<file path="config.mk">
export PLATFORM = sky130hd
export DESIGN_NAME = ray_ground_point_classifier_unit_flat
export DESIGN_NICKNAME = d
export VERILOG_FILES = /design/src/hw/rtl/rgpc_pkg.sv /design/src/hw/rtl/rgpc_req_if.sv /design/src/hw/rtl/rgpc_rsp_if.sv /design/src/hw/rtl/rgpc_csr.sv /design/src/hw/rtl/rgpc_front.sv /design/src/hw/rtl/rgpc_queue.sv /design/src/hw/rtl/rgpc_back.sv /design/src/hw/rtl/ray_ground_point_classifier_unit.sv /design/src/flat_wrapper.sv
export SDC_FILE = /design/constraint.sdc
export NUM_CORES = 2
export LEC_CHECK = 0
export BUFFER_PORTS_ARGS = -buffer_cell sky130_fd_sc_hd__buf_2
export CAP_MARGIN = 30
export CORE_MARGIN = 5
export CORE_UTILIZATION = 43
export DETAILED_ROUTE_END_ITERATION = 6
export PLACE_DENSITY = 0.69
export RECOVER_POWER = 25
export SKIP_CTS_REPAIR_TIMING = 1
export SLEW_MARGIN = 40
export SYNTH_ARGS = -nofsm -noshare
export SYNTH_HDL_FRONTEND = slang
export SYNTH_SLANG_ARGS = --single-unit
</file>
<file path="constraint.sdc">
create_clock -name clock -period 7.2 [get_ports clock]
set_input_delay 1.44 -clock clock [delete_from_list [all_inputs] [get_ports clock]]
set_output_delay 1.44 -clock clock [all_outputs]
set_load 0.005 [all_outputs]
</file>
<file path="src/hw/rtl/rgpc_pkg.sv">
package rgpc_pkg;

   // field widths
   localparam int RANGE_BITS  = 17;
   localparam int HEIGHT_BITS = 16;
   localparam int HIST_BITS   = 17;  // stored previous height
   localparam int DIFF_BITS   = 18;  // gaps and height differences
   localparam int TAN_BITS    = 16;
   localparam int PROD_BITS   = TAN_BITS + RANGE_BITS;
   localparam int FRAC_BITS   = 12;
   localparam int THR_BITS    = PROD_BITS - FRAC_BITS;
   localparam int SENSOR_BITS = 13;
   localparam int MINH_BITS   = 12;
   localparam int CLOSE_BITS  = 12;
   localparam int RECLASS_BITS = 16;

   localparam int INDEX_BITS_DEFAULT = 16;

   // queue between front and back
   localparam int QUEUE_DEPTH = 4;
   localparam int QPTR_BITS   = $clog2(QUEUE_DEPTH);
   localparam int QCNT_BITS   = $clog2(QUEUE_DEPTH + 1);

   // register port
   localparam int CSR_ADDR_BITS = 5;
   localparam int CSR_DATA_BITS = 32;
   localparam int CSR_IDX_BITS  = CSR_ADDR_BITS - 2;

   // register reset values
   localparam logic [SENSOR_BITS-1:0]  SENSOR_HEIGHT_RESET = 13'd300;
   localparam logic [TAN_BITS-1:0]     LOCAL_TAN_RESET     = 16'd576;
   localparam logic [TAN_BITS-1:0]     GENERAL_TAN_RESET   = 16'd358;
   localparam logic [MINH_BITS-1:0]    MIN_HEIGHT_RESET    = 12'd50;
   localparam logic [CLOSE_BITS-1:0]   CLOSE_GAP_RESET     = 12'd10;
   localparam logic [RECLASS_BITS-1:0] RECLASS_GAP_RESET   = 16'd200;

   // previous height after reset: minus the reset sensor height
   localparam logic signed [HIST_BITS-1:0] LAST_HEIGHT_RESET = -17'sd300;

   typedef enum logic [CSR_IDX_BITS-1:0] {
      CSR_SENSOR_HEIGHT = 3'd0,
      CSR_LOCAL_TAN     = 3'd1,
      CSR_GENERAL_TAN   = 3'd2,
      CSR_MIN_HEIGHT    = 3'd3,
      CSR_CLOSE_GAP     = 3'd4,
      CSR_RECLASS_GAP   = 3'd5
   } csr_index_type;

   typedef struct packed {
      logic [SENSOR_BITS-1:0]  sensor_height_mm;
      logic [TAN_BITS-1:0]     local_slope_tan;
      logic [TAN_BITS-1:0]     general_slope_tan;
      logic [MINH_BITS-1:0]    min_height_mm;
      logic [CLOSE_BITS-1:0]   close_gap_mm;
      logic [RECLASS_BITS-1:0] reclass_gap_mm;
   } cfg_type;

   // per-item verdicts handed from front to back
   typedef struct packed {
      logic ray_start;
      logic local_ok;    // within local band of previous point
      logic general_ok;  // within general band around ground level
      logic reclass_ok;  // far gap and within local band around ground level
   } flags_type;

   // |d| <= thr
   function automatic logic within_band(input logic signed [DIFF_BITS-1:0] d,
                                        input logic [THR_BITS-1:0] thr);
      logic signed [THR_BITS+1:0] dd;
      logic signed [THR_BITS+1:0] tt;
      dd = {{(THR_BITS + 2 - DIFF_BITS){d[DIFF_BITS-1]}}, d};
      tt = {2'b00, thr};
      return (dd <= tt) && ((-dd) <= tt);
   endfunction

endpackage

</file>
<file path="src/hw/rtl/rgpc_req_if.sv">
interface rgpc_req_if #(
   parameter int INDEX_BITS = rgpc_pkg::INDEX_BITS_DEFAULT
);
   logic                                      valid;
   logic                                      ready;
   logic                                      ray_start;
   logic [rgpc_pkg::RANGE_BITS-1:0]           range_mm;
   logic signed [rgpc_pkg::HEIGHT_BITS-1:0]   height_mm;
   logic [INDEX_BITS-1:0]                     point_index;

   modport source (output valid, ray_start, range_mm, height_mm, point_index, input ready);
   modport sink   (input valid, ray_start, range_mm, height_mm, point_index, output ready);
endinterface

</file>
<file path="src/hw/rtl/rgpc_rsp_if.sv">
interface rgpc_rsp_if #(
   parameter int INDEX_BITS = rgpc_pkg::INDEX_BITS_DEFAULT
);
   logic                  valid;
   logic                  ready;
   logic                  is_ground;
   logic [INDEX_BITS-1:0] index_out;

   modport source (output valid, is_ground, index_out, input ready);
   modport sink   (input valid, is_ground, index_out, output ready);
endinterface

</file>
<file path="src/hw/rtl/rgpc_csr.sv">
module rgpc_csr (
   input  logic                                 clock,
   input  logic                                 reset,
   input  logic                                 csr_psel,
   input  logic                                 csr_penable,
   input  logic                                 csr_pwrite,
   input  logic [rgpc_pkg::CSR_ADDR_BITS-1:0]   csr_paddr,
   input  logic [rgpc_pkg::CSR_DATA_BITS-1:0]   csr_pwdata,
   output logic [rgpc_pkg::CSR_DATA_BITS-1:0]   csr_prdata,
   output logic                                 csr_pready,
   output rgpc_pkg::cfg_type                    cfg
);

   rgpc_pkg::cfg_type       cfg_ff;
   rgpc_pkg::cfg_type       cfg_in;
   rgpc_pkg::csr_index_type idx;
   logic                    wr_en;

   assign idx   = rgpc_pkg::csr_index_type'(csr_paddr[rgpc_pkg::CSR_ADDR_BITS-1:2]);
   assign wr_en = csr_psel && csr_penable && csr_pwrite;

   always_comb begin
      cfg_in = cfg_ff;
      if (wr_en) begin
         case (idx)
            rgpc_pkg::CSR_SENSOR_HEIGHT:
               cfg_in.sensor_height_mm = csr_pwdata[rgpc_pkg::SENSOR_BITS-1:0];
            rgpc_pkg::CSR_LOCAL_TAN:
               cfg_in.local_slope_tan = csr_pwdata[rgpc_pkg::TAN_BITS-1:0];
            rgpc_pkg::CSR_GENERAL_TAN:
               cfg_in.general_slope_tan = csr_pwdata[rgpc_pkg::TAN_BITS-1:0];
            rgpc_pkg::CSR_MIN_HEIGHT:
               cfg_in.min_height_mm = csr_pwdata[rgpc_pkg::MINH_BITS-1:0];
            rgpc_pkg::CSR_CLOSE_GAP:
               cfg_in.close_gap_mm = csr_pwdata[rgpc_pkg::CLOSE_BITS-1:0];
            rgpc_pkg::CSR_RECLASS_GAP:
               cfg_in.reclass_gap_mm = csr_pwdata[rgpc_pkg::RECLASS_BITS-1:0];
            default: ;
         endcase
      end
   end

   always_ff @(posedge clock) begin
      if (reset) begin
         cfg_ff.sensor_height_mm  <= rgpc_pkg::SENSOR_HEIGHT_RESET;
         cfg_ff.local_slope_tan   <= rgpc_pkg::LOCAL_TAN_RESET;
         cfg_ff.general_slope_tan <= rgpc_pkg::GENERAL_TAN_RESET;
         cfg_ff.min_height_mm     <= rgpc_pkg::MIN_HEIGHT_RESET;
         cfg_ff.close_gap_mm      <= rgpc_pkg::CLOSE_GAP_RESET;
         cfg_ff.reclass_gap_mm    <= rgpc_pkg::RECLASS_GAP_RESET;
      end else begin
         cfg_ff <= cfg_in;
      end
   end

   always_comb begin
      csr_prdata = '0;
      case (idx)
         rgpc_pkg::CSR_SENSOR_HEIGHT:
            csr_prdata = rgpc_pkg::CSR_DATA_BITS'(cfg_ff.sensor_height_mm);
         rgpc_pkg::CSR_LOCAL_TAN:
            csr_prdata = rgpc_pkg::CSR_DATA_BITS'(cfg_ff.local_slope_tan);
         rgpc_pkg::CSR_GENERAL_TAN:
            csr_prdata = rgpc_pkg::CSR_DATA_BITS'(cfg_ff.general_slope_tan);
         rgpc_pkg::CSR_MIN_HEIGHT:
            csr_prdata = rgpc_pkg::CSR_DATA_BITS'(cfg_ff.min_height_mm);
         rgpc_pkg::CSR_CLOSE_GAP:
            csr_prdata = rgpc_pkg::CSR_DATA_BITS'(cfg_ff.close_gap_mm);
         rgpc_pkg::CSR_RECLASS_GAP:
            csr_prdata = rgpc_pkg::CSR_DATA_BITS'(cfg_ff.reclass_gap_mm);
         default: csr_prdata = '0;
      endcase
   end

   assign csr_pready = 1'b1;
   assign cfg        = cfg_ff;

endmodule

</file>
<file path="src/hw/rtl/rgpc_front.sv">
module rgpc_front #(
   parameter int INDEX_BITS = rgpc_pkg::INDEX_BITS_DEFAULT
) (
   input  logic                              clock,
   input  logic                              reset,
   input  rgpc_pkg::cfg_type                 cfg,
   rgpc_req_if.sink                          req,
   input  logic [rgpc_pkg::QCNT_BITS-1:0]    q_count,
   output logic                              push,
   output rgpc_pkg::flags_type               push_flags,
   output logic [INDEX_BITS-1:0]             push_index
);

   localparam int RB = rgpc_pkg::RANGE_BITS;
   localparam int HB = rgpc_pkg::HEIGHT_BITS;
   localparam int LB = rgpc_pkg::HIST_BITS;
   localparam int DB = rgpc_pkg::DIFF_BITS;
   localparam int TB = rgpc_pkg::THR_BITS;
   localparam int PB = rgpc_pkg::PROD_BITS;
   localparam int CB = rgpc_pkg::QCNT_BITS + 1;

   // ray history
   logic [RB-1:0]        last_range_ff;
   logic signed [LB-1:0] last_height_ff;

   // stage 0: gap and reference height
   logic                 s0_valid_ff;
   logic                 s0_start_ff;
   logic [RB-1:0]        s0_range_ff;
   logic signed [HB-1:0] s0_height_ff;
   logic signed [LB-1:0] s0_base_height_ff;
   logic signed [DB-1:0] s0_gap_ff;
   logic [INDEX_BITS-1:0] s0_index_ff;

   // stage 1: thresholds and differences
   logic                 s1_valid_ff;
   logic                 s1_start_ff;
   logic [TB-1:0]        s1_lthr_raw_ff;
   logic [TB-1:0]        s1_gthr_ff;
   logic                 s1_short_ff;
   logic                 s1_far_ff;
   logic signed [DB-1:0] s1_dh_last_ff;
   logic signed [DB-1:0] s1_dh_gnd_ff;
   logic [INDEX_BITS-1:0] s1_index_ff;

   logic                 fire;
   logic [RB-1:0]        base_range;
   logic signed [LB-1:0] base_height;
   logic signed [LB-1:0] ground_level;
   logic signed [DB-1:0] gap_in;
   logic [CB-1:0]        occupancy;
   logic [PB-1:0]        lprod;
   logic [PB-1:0]        gprod;
   logic signed [DB-1:0] dh_last;
   logic signed [DB-1:0] dh_gnd;
   logic [TB-1:0]        min_thr;
   logic [TB-1:0]        lthr;

   // reserve a queue slot for every item still in the two stages
   assign occupancy = CB'(q_count) + CB'(s0_valid_ff) + CB'(s1_valid_ff);
   assign req.ready = (occupancy < CB'(rgpc_pkg::QUEUE_DEPTH));
   assign fire      = req.valid && req.ready;

   assign ground_level = -$signed({{(LB - rgpc_pkg::SENSOR_BITS){1'b0}},
                                   cfg.sensor_height_mm});
   assign base_range   = req.ray_start ? '0 : last_range_ff;
   assign base_height  = req.ray_start ? ground_level : last_height_ff;
   assign gap_in       = $signed({1'b0, req.range_mm}) - $signed({1'b0, base_range});

   always_ff @(posedge clock) begin
      if (reset) begin
         last_range_ff  <= '0;
         last_height_ff <= rgpc_pkg::LAST_HEIGHT_RESET;
         s0_valid_ff    <= 1'b0;
         s1_valid_ff    <= 1'b0;
      end else begin
         s0_valid_ff <= fire;
         s1_valid_ff <= s0_valid_ff;
         if (fire) begin
            last_range_ff  <= req.range_mm;
            last_height_ff <= LB'(req.height_mm);
         end
      end
   end

   always_ff @(posedge clock) begin
      if (fire) begin
         s0_start_ff       <= req.ray_start;
         s0_range_ff       <= req.range_mm;
         s0_height_ff      <= req.height_mm;
         s0_base_height_ff <= base_height;
         s0_gap_ff         <= gap_in;
         s0_index_ff       <= req.point_index;
      end
   end

   // a negative gap is short, so its product is never used
   assign lprod = PB'(cfg.local_slope_tan) * PB'(s0_gap_ff[RB-1:0]);
   assign gprod = PB'(cfg.general_slope_tan) * PB'(s0_range_ff);
   assign dh_last = DB'(s0_height_ff) - DB'(s0_base_height_ff);
   assign dh_gnd  = DB'(s0_height_ff) +
                    $signed({{(DB - rgpc_pkg::SENSOR_BITS){1'b0}}, cfg.sensor_height_mm});

   always_ff @(posedge clock) begin
      s1_start_ff    <= s0_start_ff;
      s1_lthr_raw_ff <= lprod[PB-1:rgpc_pkg::FRAC_BITS];
      s1_gthr_ff     <= gprod[PB-1:rgpc_pkg::FRAC_BITS];
      s1_short_ff    <= s0_gap_ff <
                        $signed({{(DB - rgpc_pkg::CLOSE_BITS){1'b0}}, cfg.close_gap_mm});
      s1_far_ff      <= s0_gap_ff >
                        $signed({{(DB - rgpc_pkg::RECLASS_BITS){1'b0}}, cfg.reclass_gap_mm});
      s1_dh_last_ff  <= dh_last;
      s1_dh_gnd_ff   <= dh_gnd;
      s1_index_ff    <= s0_index_ff;
   end

   // local threshold with minimum floor, then the band tests
   assign min_thr = TB'(cfg.min_height_mm);
   assign lthr    = (s1_short_ff || (s1_lthr_raw_ff < min_thr)) ? min_thr : s1_lthr_raw_ff;

   always_comb begin
      push_flags.ray_start  = s1_start_ff;
      push_flags.local_ok   = rgpc_pkg::within_band(s1_dh_last_ff, lthr);
      push_flags.general_ok = rgpc_pkg::within_band(s1_dh_gnd_ff, s1_gthr_ff);
      push_flags.reclass_ok = s1_far_ff && rgpc_pkg::within_band(s1_dh_gnd_ff, lthr);
   end

   assign push       = s1_valid_ff;
   assign push_index = s1_index_ff;

endmodule

</file>
<file path="src/hw/rtl/rgpc_queue.sv">
module rgpc_queue #(
   parameter int INDEX_BITS = rgpc_pkg::INDEX_BITS_DEFAULT
) (
   input  logic                              clock,
   input  logic                              reset,
   input  logic                              push,
   input  rgpc_pkg::flags_type               push_flags,
   input  logic [INDEX_BITS-1:0]             push_index,
   input  logic                              pop,
   output logic                              not_empty,
   output rgpc_pkg::flags_type               head_flags,
   output logic [INDEX_BITS-1:0]             head_index,
   output logic [rgpc_pkg::QCNT_BITS-1:0]    count
);

   rgpc_pkg::flags_type                    flags_ff [rgpc_pkg::QUEUE_DEPTH];
   logic [INDEX_BITS-1:0]                  index_ff [rgpc_pkg::QUEUE_DEPTH];
   logic [rgpc_pkg::QPTR_BITS-1:0]         wr_ptr_ff;
   logic [rgpc_pkg::QPTR_BITS-1:0]         wr_ptr_in;
   logic [rgpc_pkg::QPTR_BITS-1:0]         rd_ptr_ff;
   logic [rgpc_pkg::QPTR_BITS-1:0]         rd_ptr_in;
   logic [rgpc_pkg::QCNT_BITS-1:0]         count_ff;
   logic [rgpc_pkg::QCNT_BITS-1:0]         count_in;

   // wrap explicitly so any depth works
   assign wr_ptr_in = !push ? wr_ptr_ff :
      (wr_ptr_ff == rgpc_pkg::QPTR_BITS'(rgpc_pkg::QUEUE_DEPTH - 1)) ? '0 :
      wr_ptr_ff + 1'b1;
   assign rd_ptr_in = !pop ? rd_ptr_ff :
      (rd_ptr_ff == rgpc_pkg::QPTR_BITS'(rgpc_pkg::QUEUE_DEPTH - 1)) ? '0 :
      rd_ptr_ff + 1'b1;

   always_comb begin
      count_in = count_ff;
      if (push && !pop) begin
         count_in = count_ff + 1'b1;
      end else if (pop && !push) begin
         count_in = count_ff - 1'b1;
      end
   end

   always_ff @(posedge clock) begin
      if (reset) begin
         wr_ptr_ff <= '0;
         rd_ptr_ff <= '0;
         count_ff  <= '0;
      end else begin
         wr_ptr_ff <= wr_ptr_in;
         rd_ptr_ff <= rd_ptr_in;
         count_ff  <= count_in;
      end
   end

   always_ff @(posedge clock) begin
      if (push) begin
         flags_ff[wr_ptr_ff] <= push_flags;
         index_ff[wr_ptr_ff] <= push_index;
      end
   end

   assign not_empty  = (count_ff != '0);
   assign head_flags = flags_ff[rd_ptr_ff];
   assign head_index = index_ff[rd_ptr_ff];
   assign count      = count_ff;

endmodule

</file>
<file path="src/hw/rtl/rgpc_back.sv">
module rgpc_back #(
   parameter int INDEX_BITS = rgpc_pkg::INDEX_BITS_DEFAULT
) (
   input  logic                   clock,
   input  logic                   reset,
   input  logic                   not_empty,
   input  rgpc_pkg::flags_type    head_flags,
   input  logic [INDEX_BITS-1:0]  head_index,
   output logic                   pop,
   rgpc_rsp_if.source             rsp
);

   logic                  last_ground_ff;
   logic                  rsp_valid_ff;
   logic                  rsp_ground_ff;
   logic [INDEX_BITS-1:0] rsp_index_ff;
   logic                  chain_ground;
   logic                  ground;

   assign pop = not_empty && (!rsp_valid_ff || rsp.ready);

   // the only item-to-item dependency: the previous verdict
   assign chain_ground = last_ground_ff && !head_flags.ray_start;
   assign ground = head_flags.local_ok ? (chain_ground || head_flags.general_ok)
                                       : head_flags.reclass_ok;

   always_ff @(posedge clock) begin
      if (reset) begin
         last_ground_ff <= 1'b0;
         rsp_valid_ff   <= 1'b0;
      end else begin
         if (pop) begin
            last_ground_ff <= ground;
            rsp_valid_ff   <= 1'b1;
         end else if (rsp.ready) begin
            rsp_valid_ff   <= 1'b0;
         end
      end
   end

   always_ff @(posedge clock) begin
      if (pop) begin
         rsp_ground_ff <= ground;
         rsp_index_ff  <= head_index;
      end
   end

   assign rsp.valid     = rsp_valid_ff;
   assign rsp.is_ground = rsp_ground_ff;
   assign rsp.index_out = rsp_index_ff;

endmodule

</file>
<file path="src/hw/rtl/ray_ground_point_classifier_unit.sv">
// Ray ground point classifier: takes lidar points of one ray in rising range order, one item
// per point, and returns one item per point with a ground flag and the point's index. Points
// of a ray must arrive in order; ray_start on the first point clears the history (previous
// range 0, previous height minus the sensor height, previous point not ground). Heights and
// ranges are millimetres, slope tangents Q4.12. An accepted item passes through stage 0, stage 1
// and the queue into the result register; sustained rate is one item per clock when nothing
// stalls. The front part computes gap, thresholds (two 16x17 multipliers behind registers)
// and all band tests in two stages; a four-entry queue then feeds the back part, which
// resolves the one-bit previous-ground dependency and holds the result register. Input ready
// drops when the queue plus the two front stages hold four items, so a stalled result side
// backs up into the input after at most five items (four in the queue and front stages, one
// in the result register). Registers are written through the csr_ port; write them only
// while no item is in flight.
module ray_ground_point_classifier_unit #(
   parameter int INDEX_BITS = rgpc_pkg::INDEX_BITS_DEFAULT
) (
   input  logic                               clock,
   input  logic                               reset,

   // point items in, verdict items out
   rgpc_req_if.sink                           req_chan,
   rgpc_rsp_if.source                         rsp_chan,

   // register port
   input  logic                               csr_psel,
   input  logic                               csr_penable,
   input  logic                               csr_pwrite,
   input  logic [rgpc_pkg::CSR_ADDR_BITS-1:0] csr_paddr,
   input  logic [rgpc_pkg::CSR_DATA_BITS-1:0] csr_pwdata,
   output logic [rgpc_pkg::CSR_DATA_BITS-1:0] csr_prdata,
   output logic                               csr_pready
);

   rgpc_pkg::cfg_type                 cfg;
   logic                              push;
   rgpc_pkg::flags_type               push_flags;
   logic [INDEX_BITS-1:0]             push_index;
   logic                              pop;
   logic                              not_empty;
   rgpc_pkg::flags_type               head_flags;
   logic [INDEX_BITS-1:0]             head_index;
   logic [rgpc_pkg::QCNT_BITS-1:0]    q_count;

   // configuration registers
   rgpc_csr u_csr (
      .clock       (clock),
      .reset       (reset),
      .csr_psel    (csr_psel),
      .csr_penable (csr_penable),
      .csr_pwrite  (csr_pwrite),
      .csr_paddr   (csr_paddr),
      .csr_pwdata  (csr_pwdata),
      .csr_prdata  (csr_prdata),
      .csr_pready  (csr_pready),
      .cfg         (cfg)
   );

   // front: history, thresholds, band tests
   rgpc_front #(.INDEX_BITS(INDEX_BITS)) u_front (
      .clock      (clock),
      .reset      (reset),
      .cfg        (cfg),
      .req        (req_chan),
      .q_count    (q_count),
      .push       (push),
      .push_flags (push_flags),
      .push_index (push_index)
   );

   // decoupling queue
   rgpc_queue #(.INDEX_BITS(INDEX_BITS)) u_queue (
      .clock      (clock),
      .reset      (reset),
      .push       (push),
      .push_flags (push_flags),
      .push_index (push_index),
      .pop        (pop),
      .not_empty  (not_empty),
      .head_flags (head_flags),
      .head_index (head_index),
      .count      (q_count)
   );

   // back: ground recurrence and result register
   rgpc_back #(.INDEX_BITS(INDEX_BITS)) u_back (
      .clock      (clock),
      .reset      (reset),
      .not_empty  (not_empty),
      .head_flags (head_flags),
      .head_index (head_index),
      .pop        (pop),
      .rsp        (rsp_chan)
   );

endmodule
</file>
<file path="src/flat_wrapper.sv">
// flat-port wrapper written by rule: the top's interface ports become plain ports
module ray_ground_point_classifier_unit_flat 
#(
   parameter int INDEX_BITS = rgpc_pkg::INDEX_BITS_DEFAULT
)
  (clock, reset, csr_psel, csr_penable, csr_pwrite, csr_paddr, csr_pwdata, csr_prdata, csr_pready, req_chan_valid, req_chan_ray_start, req_chan_range_mm, req_chan_height_mm, req_chan_point_index, req_chan_ready, rsp_chan_valid, rsp_chan_is_ground, rsp_chan_index_out, rsp_chan_ready);
  rgpc_req_if #(.INDEX_BITS(INDEX_BITS)) req_chan_i ();
  rgpc_rsp_if #(.INDEX_BITS(INDEX_BITS)) rsp_chan_i ();
  input  logic clock;
  input  logic reset;
  input  logic csr_psel;
  input  logic csr_penable;
  input  logic csr_pwrite;
  input  logic [rgpc_pkg::CSR_ADDR_BITS-1:0] csr_paddr;
  input  logic [rgpc_pkg::CSR_DATA_BITS-1:0] csr_pwdata;
  output logic [rgpc_pkg::CSR_DATA_BITS-1:0] csr_prdata;
  output logic csr_pready;
  input wire logic [$bits(req_chan_i.valid)-1:0] req_chan_valid;
  input wire logic [$bits(req_chan_i.ray_start)-1:0] req_chan_ray_start;
  input wire logic [$bits(req_chan_i.range_mm)-1:0] req_chan_range_mm;
  input wire logic [$bits(req_chan_i.height_mm)-1:0] req_chan_height_mm;
  input wire logic [$bits(req_chan_i.point_index)-1:0] req_chan_point_index;
  output wire logic [$bits(req_chan_i.ready)-1:0] req_chan_ready;
  output wire logic [$bits(rsp_chan_i.valid)-1:0] rsp_chan_valid;
  output wire logic [$bits(rsp_chan_i.is_ground)-1:0] rsp_chan_is_ground;
  output wire logic [$bits(rsp_chan_i.index_out)-1:0] rsp_chan_index_out;
  input wire logic [$bits(rsp_chan_i.ready)-1:0] rsp_chan_ready;
  assign req_chan_i.valid = req_chan_valid;
  assign req_chan_i.ray_start = req_chan_ray_start;
  assign req_chan_i.range_mm = req_chan_range_mm;
  assign req_chan_i.height_mm = req_chan_height_mm;
  assign req_chan_i.point_index = req_chan_point_index;
  assign req_chan_ready = req_chan_i.ready;
  assign rsp_chan_valid = rsp_chan_i.valid;
  assign rsp_chan_is_ground = rsp_chan_i.is_ground;
  assign rsp_chan_index_out = rsp_chan_i.index_out;
  assign rsp_chan_i.ready = rsp_chan_ready;
  ray_ground_point_classifier_unit #(.INDEX_BITS(INDEX_BITS)) u_core (.clock(clock), .reset(reset), .req_chan(req_chan_i), .rsp_chan(rsp_chan_i), .csr_psel(csr_psel), .csr_penable(csr_penable), .csr_pwrite(csr_pwrite), .csr_paddr(csr_paddr), .csr_pwdata(csr_pwdata), .csr_prdata(csr_prdata), .csr_pready(csr_pready));
endmodule
</file>
==> impl_metrics.env <==
export IMPL_synth_edf_count=182
export IMPL_fmax_mhz=146
export IMPL_hold_class="reg -> reg"
export IMPL_wl_um=97100
export IMPL_period_needed_ns=6.86
export IMPL_drtAntennaViolNets=0
export IMPL_crit_type="reg -> reg"
export IMPL_drt_iter0_markers=1903
export IMPL_gr_usage_all_layers_pct=20.7
export IMPL_syn_inst=3986
export IMPL_clkSinkCount=409
export IMPL_setup_viol=0
export IMPL_port_buffers=110
export IMPL_synthArstFlopShare_pct=0
export IMPL_cts_htree_levels=2
export IMPL_wl_per_cell_um=18.5
export IMPL_num_rows=108
export IMPL_maxCapViolations=0
export IMPL_gr_max_usage_layer="met2"
export IMPL_p_per_area_nw_per_um2=300
export IMPL_layoutNonFillerInstCount=5247
export IMPL_initial_core_util_pct=43.4
export IMPL_critical_path_slowest_cell="dfxtp_1"
export IMPL_setup_slack_ns=0.342
export IMPL_design_die_area_um2=93700
export IMPL_path_cells="nand2_1, fa_1, fa_1, inv_1, fa_1, fa_1, fa_1, inv_1, fa_1, inv_1, ha_1, a21o_1, a311o_1, a211oi_1, a31oi_1, o311ai_1, a311oi_1, buf_4, and4_1, nor3_1"
export IMPL_total_leakage_power_nw=18.6
export IMPL_startpoint_type="flip-flop"
export IMPL_numCtsBuffers=41
export IMPL_core_um2=86900
export IMPL_synth_flop_cell="dfxtp_1"
export IMPL_path_clk_slew_ns=0.07
export IMPL_syn_area_per_cell_um2=9.46
export IMPL_die_w_um=306
export IMPL_viasPerCell=5.29
export IMPL_use_met1_pct=28.0
export IMPL_synth_seq_area_share_pct=26.5
export IMPL_crit_top_cell="fa_1"
export IMPL_clockBufferDepth=3
export IMPL_grt_pass1_vias=29000
export IMPL_outcome="complete, no violations"
export IMPL_grt_use_met3_pct=2.54
export IMPL_hold_viol=0
export IMPL_nFillCells=8100
export IMPL_root_buffer="clkbuf_16"
export IMPL_synth_seq_cells=409
export IMPL_drc=0
export IMPL_multi_input_comb_area_um2=24800
export IMPL_synth_area_um2=37700
export IMPL_area_growth_pct=8.94
export IMPL_clock_latency_ns=0.59
export IMPL_cpPeakStageDelay_ns=0.85
export IMPL_drtPass1Iterations=5
export IMPL_worstPathRequired_ns=7.68
export IMPL_cp_data_arrival_time_ns=7.34
export IMPL_cts_tree="done"
export IMPL_vdd_drop_max_mv=0.698
export IMPL_regArea_um2=10000
export IMPL_grt_pass1_wl_um=157000
export IMPL_nets=4988
export IMPL_dpl_cell_count=5169
export IMPL_drive_above_1_share_pct=7.11
export IMPL_yosysTopAreaCell="fa_1"
export IMPL_grt_setup_unrepaired="false"
export IMPL_pin_count=146
export IMPL_tns_ns=0
export IMPL_gp_congestion=0.935
export IMPL_antenna_found_initial=8
export IMPL_max_slew_margin_pct=1.78
export IMPL_yosys_cell_types_count=68
export IMPL_fin_crit_sh_pct=95.2
export IMPL_cp_end_kind="flip-flop"
export IMPL_grt_start_max_net_pins=73
export IMPL_cpLargestDelayFamily="adder cells"
export IMPL_netlist_area_leader_share_pct=22.2
export IMPL_skew_ns=0.0399
export IMPL_met2_usage_pct=35.1
export IMPL_worst_pin_slew_ns=1.47
export IMPL_grt_ovfl_total=0
export IMPL_die_h_um=306
export IMPL_crit_buf_inv=4
export IMPL_via_count=27800
export IMPL_total_power_w=0.0123
export IMPL_yosysWarnings=0
export IMPL_synthTopCellsByArea="fa_1 22%, edfxtp_1 14%, ha_1 14%"
export IMPL_dp_hpwl_um=76600
export IMPL_worstPathMaxFanout=14
export IMPL_pre_cts_ws_ns=0.414
export IMPL_slew_violations=0
-- per-layer routing --
layer  up-vias  wire [µm]
met5         -         40
met4         6       3190
met3       169       5570
met2       746      46100
met1     13800      42200
li1      13000          -
-- area by class of cell --
type / instances / area share, %
antenna: 2 / 0.0122
sequential: 409 / 24.4
multi-input combinational: 2801 / 60.2
clock buffer: 48 / 2.66
clock inverter: 28 / 0.828
tap: 1155 / 3.52
inverter: 613 / 5.61
timing repair buffer: 191 / 2.76
-- cell usage after synthesis, types with 15 or more instances --
cell      instances
a21o_1           45
a21oi_1         215
a22oi_1          16
a31oi_1          15
and2_1          263
buf_4            17
clkbuf_1        155
dfxtp_1         227
edfxtp_1        182
fa_1            418
ha_1            419
inv_1           612
mux2_2           18
mux2i_1          17
mux4_2           17
nand2_1         581
nand2b_1         36
nand3_1          28
nand3b_1         26
nand4_1          39
nor2_1          135
nor2b_1          38
nor3_1           56
nor4_1           21
o21a_1           23
o21ai_0          77
or3_1            19
xnor2_1          86
xor2_1           34
-- state kept, by name, summed over array words and instances (netlist names), 17 cells and up, named ones only --
register and count:
u_core.u_csr.cfg 85, u_core.u_front.last_range_ff 17, u_core.u_front.s0_base_height_ff 17, u_core.u_front.s0_gap_ff 18
u_core.u_front.s0_range_ff 17, u_core.u_front.s1_dh_gnd_ff 17, u_core.u_front.s1_dh_last_ff 18, u_core.u_front.s1_gthr_ff 21
u_core.u_front.s1_lthr_raw_ff 21, u_core.u_queue.index_ff 64
-- report_power, final --
group	internal (W)	switching, W
clock network	0.00129	0.000974
logic	0.00279	0.00385
registers	0.00296	0.000450
-- layout by cell type (no fill, tap or decap), types with 86 or more instances in the layout --
cell / instances
inv_1: 612
nand2_1: 581
ha_1: 419
fa_1: 418
and2_1: 259
dfxtp_1: 225
a21oi_1: 214
edfxtp_1: 182
nor2_1: 132
xnor2_1: 86
-- path summary, 6_finish.rpt --
path	startpoint	endpoint	slack, ns	cells after the start
worst max-delay path	u_core.u_csr.cfg[43]$_SDFFE_PP0P_	u_core.u_front.s1_gthr_ff[20]$_DFF_P_	0.34	20
worst min-delay path	u_core.u_front.s0_index_ff[14]$_DFFE_PP_	u_core.u_front.push_index[14]$_DFF_P_	0.33	0
worst max register to register	u_core.u_csr.cfg[43]$_SDFFE_PP0P_	u_core.u_front.s1_gthr_ff[20]$_DFF_P_	0.34	20
worst min register to register	u_core.u_front.s0_index_ff[14]$_DFFE_PP_	u_core.u_front.push_index[14]$_DFF_P_	0.33	0
-- metrics by stage --
stage / hold slack (ns) / area (µm²) / utilization (%)
final: 0.332 / 41100 / 47.3
after global routing: 0.347 / 41100 / 47.3
after CTS: 0.328 / 41100 / 47.3
after detailed placement: 0.327 / 39700 / 45.7
after global placement: 0.325 / 39700 / 45.6
after floorplan: 0.323 / 37800 / -
-- kinds of logic after synthesis --
kind of cell	count (synthesis)	synth area share, %
XOR/XNOR	120	2.79
other	2	0.0199
AO/OA/AOI/OAI	498	8.13
buffers and inverters	791	8.04
adder cells (fa/ha/maj)	837	36.1
AND/OR/NAND/NOR	1277	16.4
multiplexers	52	2.00
flip-flops	409	26.5
Power figures use the tool's default switching activity.
